==> src/sv/ilist_pkg.sv <==
// Package for the indexed list unit: command codes, field widths and the
// control struct that the top level hands to every list cell. No dependencies.
package ilist_pkg;

    localparam int DATA_W       = 32;
    localparam int POS_W        = 5;
    localparam int COUNT_W      = 5;
    localparam int CMD_W        = 3;
    localparam int CAPACITY_DEF = 16;

    localparam logic [DATA_W-1:0] READ_MISS = {DATA_W{1'b1}};

    typedef enum logic [CMD_W-1:0] {
        CMD_READ        = 3'd0,
        CMD_INSERT_HEAD = 3'd1,
        CMD_INSERT_TAIL = 3'd2,
        CMD_INSERT_POS  = 3'd3,
        CMD_DELETE_POS  = 3'd4
    } cmd_t;

    // Broadcast control for the cell row: at most one of the two is set.
    typedef struct packed {
        logic ins;
        logic del;
    } cell_ctl_t;

endpackage

==> src/sv/indexed_list_insert_delete_unit.sv <==
// Indexed list unit: a bounded ordered list of signed 32-bit values in a row of cells.
// A request's result is registered and appears in the cycle after it is accepted.
// Throughput: one request per cycle unless stalled; insert/delete shift all cells at once.
// Reset clears the element count and the result valid flag; cell contents stay undefined.
// Depends on ilist_pkg and ilist_cell.
module indexed_list_insert_delete_unit
    import ilist_pkg::*;
#(
    parameter int CAPACITY = CAPACITY_DEF
)
(
    input  logic                     clk,
    input  logic                     rst_n,
    input  logic                     in_valid,
    output logic                     in_stall,
    input  logic [CMD_W-1:0]         command,
    input  logic [POS_W-1:0]         position,
    input  logic signed [DATA_W-1:0] value,
    output logic                     out_valid,
    input  logic                     out_stall,
    output logic signed [DATA_W-1:0] read_value,
    output logic                     found,
    output logic                     accepted,
    output logic [COUNT_W-1:0]       count
);

    // The internal count must hold CAPACITY itself. Position comparisons are
    // done at the wider of the count width and the position field width.
    localparam int CNT_W = $clog2(CAPACITY + 1);
    localparam int CMP_W = (CNT_W > POS_W) ? CNT_W : POS_W;
    // Only the first 32 cells can be addressed by the position field of a read.
    localparam int RD_N  = (CAPACITY < (1 << POS_W)) ? CAPACITY : (1 << POS_W);
    localparam logic [CNT_W-1:0] CAP_CNT = CNT_W'(CAPACITY);
    localparam logic [CNT_W-1:0] CNT_ONE = CNT_W'(1);

    logic [CNT_W-1:0] cnt_reg;
    logic [CNT_W-1:0] cnt_next;

    logic                     out_valid_reg;
    logic [DATA_W-1:0]        read_value_reg;
    logic                     found_reg;
    logic                     accepted_reg;
    logic [COUNT_W-1:0]       count_reg;

    logic              in_fire;
    logic [CMP_W-1:0]  pos_ext;
    logic [CMP_W-1:0]  cnt_ext;
    logic [CMP_W-1:0]  ins_pos;
    logic              is_insert;
    logic              is_delete;
    logic              is_read;
    logic              full;
    logic              ins_ok;
    logic              del_ok;
    logic              rd_hit;
    logic [DATA_W-1:0] rd_mux;
    logic [DATA_W-1:0] rd_result;
    logic              acc_result;
    cell_ctl_t         ctl;

    logic [DATA_W-1:0] cell_data  [CAPACITY];
    logic [DATA_W-1:0] cell_left  [CAPACITY];
    logic [DATA_W-1:0] cell_right [CAPACITY];

    // The output register parts the two sides: a new request is taken while
    // the result slot is empty or its current result is leaving this cycle.
    assign in_stall = out_valid_reg && out_stall;
    assign in_fire  = in_valid && !in_stall;

    assign pos_ext = CMP_W'(position);
    assign cnt_ext = CMP_W'(cnt_reg);
    assign full    = (cnt_reg == CAP_CNT);

    // Decode the command. The head and tail inserts are positional inserts
    // at zero and at the current count; unused codes neither read nor change the list.
    always_comb
    begin
        is_read   = 1'b0;
        is_insert = 1'b0;
        is_delete = 1'b0;
        ins_pos   = pos_ext;
        unique case (command)
            CMD_READ:
            begin
                is_read = 1'b1;
            end
            CMD_INSERT_HEAD:
            begin
                is_insert = 1'b1;
                ins_pos   = '0;
            end
            CMD_INSERT_TAIL:
            begin
                is_insert = 1'b1;
                ins_pos   = cnt_ext;
            end
            CMD_INSERT_POS:
            begin
                is_insert = 1'b1;
            end
            CMD_DELETE_POS:
            begin
                is_delete = 1'b1;
            end
            default:
            begin
                is_read = 1'b0;
            end
        endcase
    end

    // An insert needs a free cell and a position no further than the tail.
    // A delete or a read needs a position that holds an element.
    assign ins_ok = is_insert && !full && (ins_pos <= cnt_ext);
    assign del_ok = is_delete && (pos_ext < cnt_ext);
    assign rd_hit = is_read && (pos_ext < cnt_ext);

    assign ctl.ins = in_fire && ins_ok;
    assign ctl.del = in_fire && del_ok;

    // Read selection over the addressable cells. A hit guarantees the
    // position is below the count, so a selected cell always holds data.
    always_comb
    begin
        rd_mux = '0;
        for (int i = 0; i < RD_N; i++)
        begin
            if (POS_W'(i) == position)
            begin
                rd_mux = cell_data[i];
            end
        end
    end

    always_comb
    begin
        if (rd_hit)
        begin
            rd_result = rd_mux;
        end
        else if (is_read)
        begin
            rd_result = READ_MISS;
        end
        else
        begin
            rd_result = '0;
        end
    end

    assign acc_result = rd_hit || ins_ok || del_ok;

    // The count moves by one on an accepted insert or delete.
    always_comb
    begin
        cnt_next = cnt_reg;
        if (ctl.ins)
        begin
            cnt_next = cnt_reg + CNT_ONE;
        end
        else if (ctl.del)
        begin
            cnt_next = cnt_reg - CNT_ONE;
        end
    end

    always_ff @(posedge clk or negedge rst_n)
    begin
        if (!rst_n)
        begin
            cnt_reg       <= '0;
            out_valid_reg <= 1'b0;
        end
        else
        begin
            cnt_reg <= cnt_next;
            if (in_fire)
            begin
                out_valid_reg <= 1'b1;
            end
            else if (!out_stall)
            begin
                out_valid_reg <= 1'b0;
            end
        end
    end

    // Result payload; the reported count is the count after the request,
    // taken modulo the width of the count field.
    always_ff @(posedge clk)
    begin
        if (in_fire)
        begin
            read_value_reg <= rd_result;
            found_reg      <= rd_hit;
            accepted_reg   <= acc_result;
            count_reg      <= COUNT_W'(cnt_next);
        end
    end

    // The cell row. On insert every cell past the insert point takes its
    // left neighbor and the cell at the point takes the new value; on delete
    // every cell from the point on takes its right neighbor.
    for (genvar g = 0; g < CAPACITY; g++)
    begin : g_cell
        if (g == 0)
        begin : g_first
            assign cell_left[g] = value;
        end
        else
        begin : g_inner_left
            assign cell_left[g] = cell_data[g-1];
        end

        if (g == CAPACITY - 1)
        begin : g_last
            assign cell_right[g] = cell_data[g];
        end
        else
        begin : g_inner_right
            assign cell_right[g] = cell_data[g+1];
        end

        ilist_cell #(
            .IDX   (g),
            .IDX_W (CMP_W)
        ) u_cell (
            .clk   (clk),
            .ctl   (ctl),
            .pos   (ins_ok ? ins_pos : pos_ext),
            .value (value),
            .left  (cell_left[g]),
            .right (cell_right[g]),
            .data  (cell_data[g])
        );
    end

    assign out_valid  = out_valid_reg;
    assign read_value = read_value_reg;
    assign found      = found_reg;
    assign accepted   = accepted_reg;
    assign count      = count_reg;

    // The list never holds more elements than it has cells.
    a_count_bound: assert property (@(posedge clk) disable iff (!rst_n)
        cnt_reg <= CAP_CNT)
        else $error("element count exceeds capacity");

    // An accepted insert grows the list by exactly one element.
    a_insert_grows: assert property (@(posedge clk) disable iff (!rst_n)
        ctl.ins |=> cnt_reg == CNT_W'($past(cnt_reg) + CNT_ONE))
        else $error("insert did not grow the count by one");

    // An accepted delete shrinks the list by exactly one element.
    a_delete_shrinks: assert property (@(posedge clk) disable iff (!rst_n)
        ctl.del |=> cnt_reg == CNT_W'($past(cnt_reg) - CNT_ONE))
        else $error("delete did not shrink the count by one");

    // Every accepted request leaves a result in the output register.
    a_result_follows: assert property (@(posedge clk) disable iff (!rst_n)
        in_fire |=> out_valid_reg)
        else $error("accepted request left no result");

    // A read hit is always reported as accepted.
    a_found_accepted: assert property (@(posedge clk) disable iff (!rst_n)
        out_valid_reg && found_reg |-> accepted_reg)
        else $error("found result not flagged as accepted");

endmodule

==> src/sv/ilist_cell.sv <==
// One cell of the list row: holds a single element and takes a neighbor's
// value when an insert or delete shifts the row. Depends on ilist_pkg.
module ilist_cell
    import ilist_pkg::*;
#(
    parameter int IDX   = 0,
    parameter int IDX_W = 5
)
(
    input  logic              clk,
    input  cell_ctl_t         ctl,
    input  logic [IDX_W-1:0]  pos,
    input  logic [DATA_W-1:0] value,
    input  logic [DATA_W-1:0] left,
    input  logic [DATA_W-1:0] right,
    output logic [DATA_W-1:0] data
);

    localparam logic [IDX_W-1:0] MY_IDX = IDX_W'(IDX);

    logic [DATA_W-1:0] data_reg;
    logic [DATA_W-1:0] data_next;

    // An idle cycle matches neither branch and the cell keeps its element.
    always_comb
    begin
        data_next = data_reg;
        if (ctl.ins)
        begin
            if (MY_IDX == pos)
            begin
                data_next = value;
            end
            else if (MY_IDX > pos)
            begin
                data_next = left;
            end
        end
        else if (ctl.del)
        begin
            if (MY_IDX >= pos)
            begin
                data_next = right;
            end
        end
    end

    always_ff @(posedge clk)
    begin
        data_reg <= data_next;
    end

    assign data = data_reg;

endmodule
==> config.mk <==
export PLATFORM = sky130hd
export DESIGN_NAME = indexed_list_insert_delete_unit
export DESIGN_NICKNAME = d
export VERILOG_FILES = /design/src/sv/ilist_pkg.sv /design/src/sv/indexed_list_insert_delete_unit.sv /design/src/sv/ilist_cell.sv
export SDC_FILE = /design/constraint.sdc
export NUM_CORES = 1
export LEC_CHECK = 0
export BUFFER_PORTS_ARGS = -buffer_cell sky130_fd_sc_hd__buf_2
export CAP_MARGIN = 0
export CORE_AREA = 8 8 333 335
export CTS_BUF_LIST = sky130_fd_sc_hd__clkbuf_4 sky130_fd_sc_hd__clkbuf_8 sky130_fd_sc_hd__clkbuf_16
export DETAILED_ROUTE_END_ITERATION = 16
export DIE_AREA = 0 0 341 343
export GPL_ROUTABILITY_DRIVEN = 0
export MAX_ROUTING_LAYER = met4
export PLACE_DENSITY = 0.54
export SYNTH_ARGS = -nofsm -noshare
export SYNTH_HDL_FRONTEND = slang
export SYNTH_SLANG_ARGS = --single-unit
==> constraint.sdc <==
create_clock -name clk -period 9.3 [get_ports clk]
set_clock_uncertainty 0.2 [all_clocks]
set_input_delay 0.465 -clock clk [delete_from_list [all_inputs] [get_ports clk]]
set_output_delay 0.465 -clock clk [all_outputs]
set_load 0.005 [all_outputs]
# == Word level (Yosys, flattened, before mapping) ==
# Cells that the tools add are included.
# word_totals
reg_bits,557
input_bits,44
out_inout_bits,41
wordCells,261
# classes
add_sub_neg,2
magnitude_cmp,33
n_eq_ne,51
mux,104
n_reduce_logical,49
# op_table
cell,count
$mux W32,95
$eq A4 B5 Y1 const A,16
$ne A3 B1 Y1 const B,15
$reduce_and A3 Y1,15
$eq A3 B5 Y1 const A,8
$gt A4 B5 Y1 const A,8
$ge A4 B5 Y1 const A,7
$reduce_bool A2 Y1,17
$eq A2 B5 Y1 const A,4
$ge A3 B5 Y1 const A,4
$gt A3 B5 Y1 const A,4
$mux W5,3
$eq A1 B5 Y1 const A,2
$ge A1 B5 Y1 const A,2
$ge A2 B5 Y1 const A,2
$gt A1 B5 Y1 const A,2
$gt A2 B5 Y1 const A,2
$logic_not A5 Y1,2
$pmux W5 S2,1
$logic_and A1 B1 Y1,8
$eq A3 B2 Y1 const B,2
$add A5 B1 Y5 const B,1
$eq A5 B5 Y1 const B,1
$le A5 B5 Y1,1
11 further kinds,17

# == Depth between registers and ports, before layout ==
# logic_depth
depth_word,18
ltp_mapped,17

# == Cells and area by module ==
# A second synthesis with hierarchy kept.
# unflattened
cells_unflattened,3995
area_unflattened_um2,35811.8
# by_module_without_submodules
module,instances,cells_per_inst,area_each_um2,seq_area_each_um2
indexed_list_insert_delete_unit,1,962,7114.3,1321.3
ilist_cell (g_cell[1].u_cell ...),2,185,1761.7,960.9
ilist_cell (g_cell[13].u_cell ...),2,186,1760.4,960.9
ilist_cell (g_cell[11].u_cell),1,215,1944.4,960.9
ilist_cell (g_cell[15].u_cell),1,215,1878.1,960.9
ilist_cell (g_cell[12].u_cell),1,186,1851.8,960.9
ilist_cell (g_cell[6].u_cell),1,186,1814.2,960.9
ilist_cell (g_cell[2].u_cell),1,186,1800.5,960.9
ilist_cell (g_cell[10].u_cell),1,187,1783.0,960.9
ilist_cell (g_cell[14].u_cell),1,186,1778.0,960.9
ilist_cell (g_cell[7].u_cell),1,186,1766.7,960.9
ilist_cell (g_cell[8].u_cell),1,186,1762.9,960.9
ilist_cell (g_cell[4].u_cell),1,187,1761.7,960.9
ilist_cell (g_cell[0].u_cell),1,185,1757.9,960.9
ilist_cell (g_cell[3].u_cell),1,186,1754.2,960.9

# == Worst setup path before layout ==
# OpenSTA, ideal clock, no wires.
# synth_path
kind,input -> register
start,input port out_stall
end,"register g_cell[6].u_cell.data_reg[0], enable pin"
setup_ns,0.470
arrival_time_ns,6.251
slack_ns,2.379
path_stages,7
n_path_buf,1
cell_sequence,and2_1 > nor2b_1 > nand2_1 > nor2_1 > clkbuf_1 > a22oi_1 > a211oi_1
# synth_between
elab_chain_cells,6
# synth_rtl
item,line,text
start: declaration,indexed_list_insert_delete_unit.sv:20,"input logic out_stall,"
$logic_and A1 B1 Y1 *,indexed_list_insert_delete_unit.sv:67,assign in_stall = out_valid_reg && out_stall;
$logic_not A1 Y1 *,indexed_list_insert_delete_unit.sv:68,assign in_fire = in_valid && !in_stall;
$logic_and A1 B1 Y1 *,indexed_list_insert_delete_unit.sv:68,
net in_fire,indexed_list_insert_delete_unit.sv:45,logic in_fire;
$logic_and A1 B1 Y1 (on tied branches),"indexed_list_insert_delete_unit.sv:118, indexed_list_insert_delete_unit.sv:119",
$ne A3 B1 Y1 (no source line) / $reduce_bool A2 Y1 (equally long branches),-,
$reduce_and A3 Y1 (no source line) *,-,
end signal: assignment,ilist_cell.sv:50,data_reg <= data_next;
end: declaration,ilist_cell.sv:21,logic [DATA_W-1:0] data_reg;
# Mark *: on every way through the listed nets, which the timed path passes. The rest lies on a longest branch.
# A chain may end at the register's enable or synchronous reset.

# == Final worst setup path ==
# layout_path
start,register cnt_reg[1] (netlist: cnt_ext[1])
end,"register g_cell[1].u_cell.data_reg[8], data pin"
# layout_between
elab_chain_cells,8
# layout_rtl
item,line,text
start: declaration,indexed_list_insert_delete_unit.sv:36,logic [CNT_W-1:0] cnt_reg;
start signal: assignment,indexed_list_insert_delete_unit.sv:176,cnt_reg <= cnt_next;
"parallel branches: the longest is 7 deep, another holds $le A5 B5 Y1",-,
$mux W32 *,ilist_cell.sv:28,if (ctl.ins)
net g_cell[1].u_cell.data_next[8],ilist_cell.sv:22,logic [DATA_W-1:0] data_next;
end signal: assignment,ilist_cell.sv:50,
end: declaration,ilist_cell.sv:21,
# Mark *: on every way through the listed nets, which the timed path passes.

==> impl_metrics.py <==
metrics = {
    "sta": {
        "unrepaired_setup_endpoints_after_global_routing": "no",
        "setup-violations-final": 0,
        "tightestPinTransition_ps": 1590,
        "min_period_ps": 5670,
        "timing.fmax_ghz": 0.176,
        "final.setup.tns_ps": 0,
        "final_min_period_over_clock_period": 0.609,
        "report.final.hold_viol_count": 0,
        "final-max-slew-violation-count": 7,
        "max-slew-margin-rel": -0.0664,
    },
    "setup_path": {
        "crit_type": "reg -> reg",
        "timing.reg2reg.setup_slack_ps": 3630,
        "worst_r2r_endpoint": "g_cell[1].u_cell.data[8]",
        "worstSetupPathDepth": 13,
        "path_buf_inv": 4,
        "worst-r2r-cell-count": 13,
        "crit_family": "buffers and inverters",
        "worstSetupStartpointType": "register",
        "worst_path_most_repeated_cell": "sky130_fd_sc_hd__buf_4",
        "worst_path_max_delay_cell": "sky130_fd_sc_hd__nand2b_4",
        "max_stage_delay_ps": 830,
        "r2r-start": "cnt_ext[1]",
        "timing.critical_path.arrival_ps": 5910,
        "crit_path_max_fanout": 78,
        "critical_path_required_ps": 9540,
        "setup.worst_path.end_class": "register",
        "path_cells": "nor2b_1 -> a221oi_4 -> inv_2 -> ha_1 -> and4_1 -> a21oi_1 -> o31a_1 -> buf_4 -> nand2b_4 -> buf_4 -> buf_4 -> a22oi_1 -> o21ai_1",
    },
    "power_and_ir_drop": {
        "power.density_nw_per_um2": 213,
        "p_int_uw": 5070,
        "clock_power_share": 0.350,
        "power.share.sequential": 0.414,
        "power_leakage_uw": 0.0119,
        "power.switching_uw": 2580,
        "netSwitchingFraction": 0.337,
        "ir_worst_vdd_uv": 134,
        "combPwrFrac": 0.237,
    },
    "floorplan": {
        "floorplan.initialDensity": 0.296,
        "die_width_um": 341,
        "design.die.area_um2": 117000,
        "core_area_um2": 106000,
        "io_pins": 85,
        "chipHeight_um": 343,
        "placement_rows": 120,
    },
    "detailed_routing": {
        "drt-wirelength-per-cell_um": 34.8,
        "firstDrtPassIters": 6,
        "detailedRoute.firstIterationViolations": 5066,
        "detail_route.vias_per_cell": 6.61,
        "route.final.wire_length_mm": 154,
        "post-route-drc-count": 0,
        "vias": 29300,
        "detail-route-antenna-nets": 0,
    },
    "finish": {
        "final_cell_area_um2": 35900,
        "sequential_cell_area_um2": 16700,
        "n_fill_cell": 10700,
        "finish.net_count": 3005,
        "fraction_of_final_layout_cells_with_drive_strength_greater_than_1": 0.138,
        "multi_input_comb_area_um2": 13900,
        "final_cell_count_no_fill": 4423,
        "flip_flop_count_of_the_largest_register_after_layout": 512,
        "area.growth.synth_to_final_pct": 14.4,
    },
    "outcome": {
        "outcome": "complete, but fails checks",
        "failed_checks": "max-capacitance violations, max-slew violations",
    },
    "logic_synthesis": {
        "yosys.area_share.xor_xnor": 0.00112,
        "synth_top_family_by_area": "compound AO/OA/AOI/OAI gates",
        "synthAdderAreaFrac": 0.00439,
        "number_of_nets_in_the_synthesized_netlist": 3046,
        "yosysSeqAreaShare": 0.533,
        "muxShareOfSynthArea": 0.0549,
        "postSynth.asyncResetShare": 0.0108,
        "yosys_most_used_dff": "sky130_fd_sc_hd__edfxtp_1",
        "number_of_enable_type_register_cells_in_the_synthesized_netlist": 551,
        "synth-compound-area-share": 0.235,
        "yosys_warnings": 0,
        "post_synth.cell_area_avg_um2": 10.5,
        "netlist_area_um2": 31400,
        "syn-instance-count": 2991,
        "ys_seq_elements": 557,
        "yosys.cell_types.count": 83,
        "simple_gate_portion_of_the_synthesized_area": 0.131,
    },
    "clocking": {
        "cts.sinks": 557,
        "cts_resized": 0,
        "htree_num_levels": 3,
        "worst_skew_pair_latency_ps": 630,
        "cts_buffer_depth": 3,
        "cts_tree": "done",
        "cts.clk_slew.worst_paths_ps": 60,
        "cts.root.buffer_cell": "sky130_fd_sc_hd__clkbuf_16",
        "numCtsBuffers": 68,
    },
    "min_path": {
        "worstHoldPathCells": 3,
        "min-delay-path-class": "in -> reg",
        "hold_end": "out_valid",
        "holdCritStartpoint": "out_stall",
    },
    "grt": {
        "pin_count_of_the_biggest_net_entering_global_routing": 192,
        "grt_overall_usage": 0.257,
        "grt.overflow.total": 0,
        "grt_antenna_before_repair": 19,
        "grt_pass1_wl_mm": 214,
        "first_global_vias": 27300,
    },
    "placement": {
        "port-buffer-count": 84,
        "postPlaceCellArea_um2": 33600,
        "place.detailed.hpwl_mm": 90.9,
        "number_of_cells_after_detailed_placement": 4279,
    },
    "flow_run": {
        "cap_violations": 1,
    },
}
==> cell families after synthesis <==
kind of cell             count (synthesis)
flip-flops                             557
adder cells (fa/ha/maj)                 11
XOR/XNOR                                 4
AO/OA/AOI/OAI                         1062
multiplexers                           161
AND/OR/NAND/NOR                        876
buffers and inverters                  320
==> worst reg2reg max path, delay by kind of cell, from the launching register on <==
family,cells,cell delay (ps)
AOI/OAI and AO/OA,5,1260
adders and majority gates,1,350
buffers and inverters,4,2050
DFF,1,440
and+or+nand+nor,3,1240
==> final cells by class <==
| class | count | share of cell area |
|---|---|---|
| antenna | 17 | 0.00119 |
| tap | 1403 | 0.0490 |
| timing repair buffer | 192 | 0.0351 |
| multi-input combinational | 2114 | 0.387 |
| inverter | 17 | 0.00178 |
| clock buffer | 86 | 0.0530 |
| clock inverter | 37 | 0.00764 |
| sequential | 557 | 0.466 |
==> layout by cell type, fill, tap and decap left out, types with 71 or more instances in the layout <==
cell type / netlist / routed
sky130_fd_sc_hd__buf_2: 41 / 82
sky130_fd_sc_hd__nor2_1: 115 / 103
sky130_fd_sc_hd__a22oi_1: 224 / 224
sky130_fd_sc_hd__nand2_1: 368 / 364
sky130_fd_sc_hd__o21ai_1: 77 / 77
sky130_fd_sc_hd__mux2i_1: 118 / 115
sky130_fd_sc_hd__nand3_1: 160 / 158
sky130_fd_sc_hd__clkbuf_16: 0 / 71
sky130_fd_sc_hd__o21ai_0: 264 / 263
sky130_fd_sc_hd__and3_1: 100 / 99
sky130_fd_sc_hd__a221o_1: 98 / 98
sky130_fd_sc_hd__buf_4: 12 / 105
sky130_fd_sc_hd__o211ai_1: 76 / 76
sky130_fd_sc_hd__edfxtp_1: 551 / 551
==> synthesized netlist by cell type, types with 26 or more instances <==
cell / number / share of area
sky130_fd_sc_hd__edfxtp_1: 551 / 0.53
sky130_fd_sc_hd__nand2_1: 368 / 0.044
sky130_fd_sc_hd__o21ai_0: 264 / 0.042
sky130_fd_sc_hd__a22oi_1: 224 / 0.054
sky130_fd_sc_hd__clkbuf_1: 210 / 0.025
sky130_fd_sc_hd__nand3_1: 160 / 0.026
sky130_fd_sc_hd__mux2i_1: 118 / 0.038
sky130_fd_sc_hd__nor2_1: 115 / 0.014
sky130_fd_sc_hd__and3_1: 100 / 0.020
sky130_fd_sc_hd__a221o_1: 98 / 0.031
sky130_fd_sc_hd__o21ai_1: 77 / 0.012
sky130_fd_sc_hd__o211ai_1: 76 / 0.018
sky130_fd_sc_hd__a21oi_1: 72 / 0.011
sky130_fd_sc_hd__o22ai_1: 65 / 0.013
sky130_fd_sc_hd__nor3_1: 45 / 0.0072
sky130_fd_sc_hd__buf_2: 41 / 0.0065
sky130_fd_sc_hd__buf_1: 37 / 0.0044
sky130_fd_sc_hd__a221oi_1: 29 / 0.0081
sky130_fd_sc_hd__a211oi_1: 26 / 0.0062
==> stage by stage <==
step,hold slack (ps),setup slack (ps),total power (µW),util
after detailed placement,98.4,3420,4950,0.317
after CTS,58.3,3750,7580,0.338
final,86.9,3630,7650,0.339
after global placement,101,3450,4930,0.317
after floorplan,-30.6,2380,4180,-
after global routing,105,3360,7820,0.339
==> what timing repair did <==
item,in CTS,in global routing
endpoints found under the hold margin,7,0
hold buffers,4,0
buffers inserted,0,0
==> how the worst max path moves through the flow <==
stage / start / endpoint / slack, ps
2_1_floorplan: out_stall / g_cell[6].u_cell.data[0] / 2380
3_3_place_gp: command[2] / g_cell[6].u_cell.data[5] / 3450
3_5_place_dp: command[2] / g_cell[1].u_cell.data[2] / 3420
4_1_cts: cnt_ext[1] / g_cell[1].u_cell.data[2] / 3750
5_1_grt: cnt_ext[1] / g_cell[1].u_cell.data[8] / 3360
6_report: cnt_ext[1] / g_cell[1].u_cell.data[8] / 3630
==> power groups by stage <==
| stage | Sequential [µW] | Clock (µW) | Combinational (µW) |
|---|---|---|---|
| 2_1_floorplan | 3170 | 0 | 1010 |
| 3_3_place_gp | 3210 | 0 | 1720 |
| 3_5_place_dp | 3210 | 0 | 1740 |
| 4_1_cts | 3160 | 2680 | 1740 |
| 5_1_grt | 3180 | 2770 | 1870 |
| 6_report | 3170 | 2680 | 1810 |
==> metal layers <==
layer,GRT usage,wire [µm],vias up
li1,-,-,11800
met1,0.325,57500,14400
met2,0.373,65700,2529
met3,0.0793,21600,575
met4,0.127,9000,0
met5,-,0,-
(Power assumes the default switching activity.)
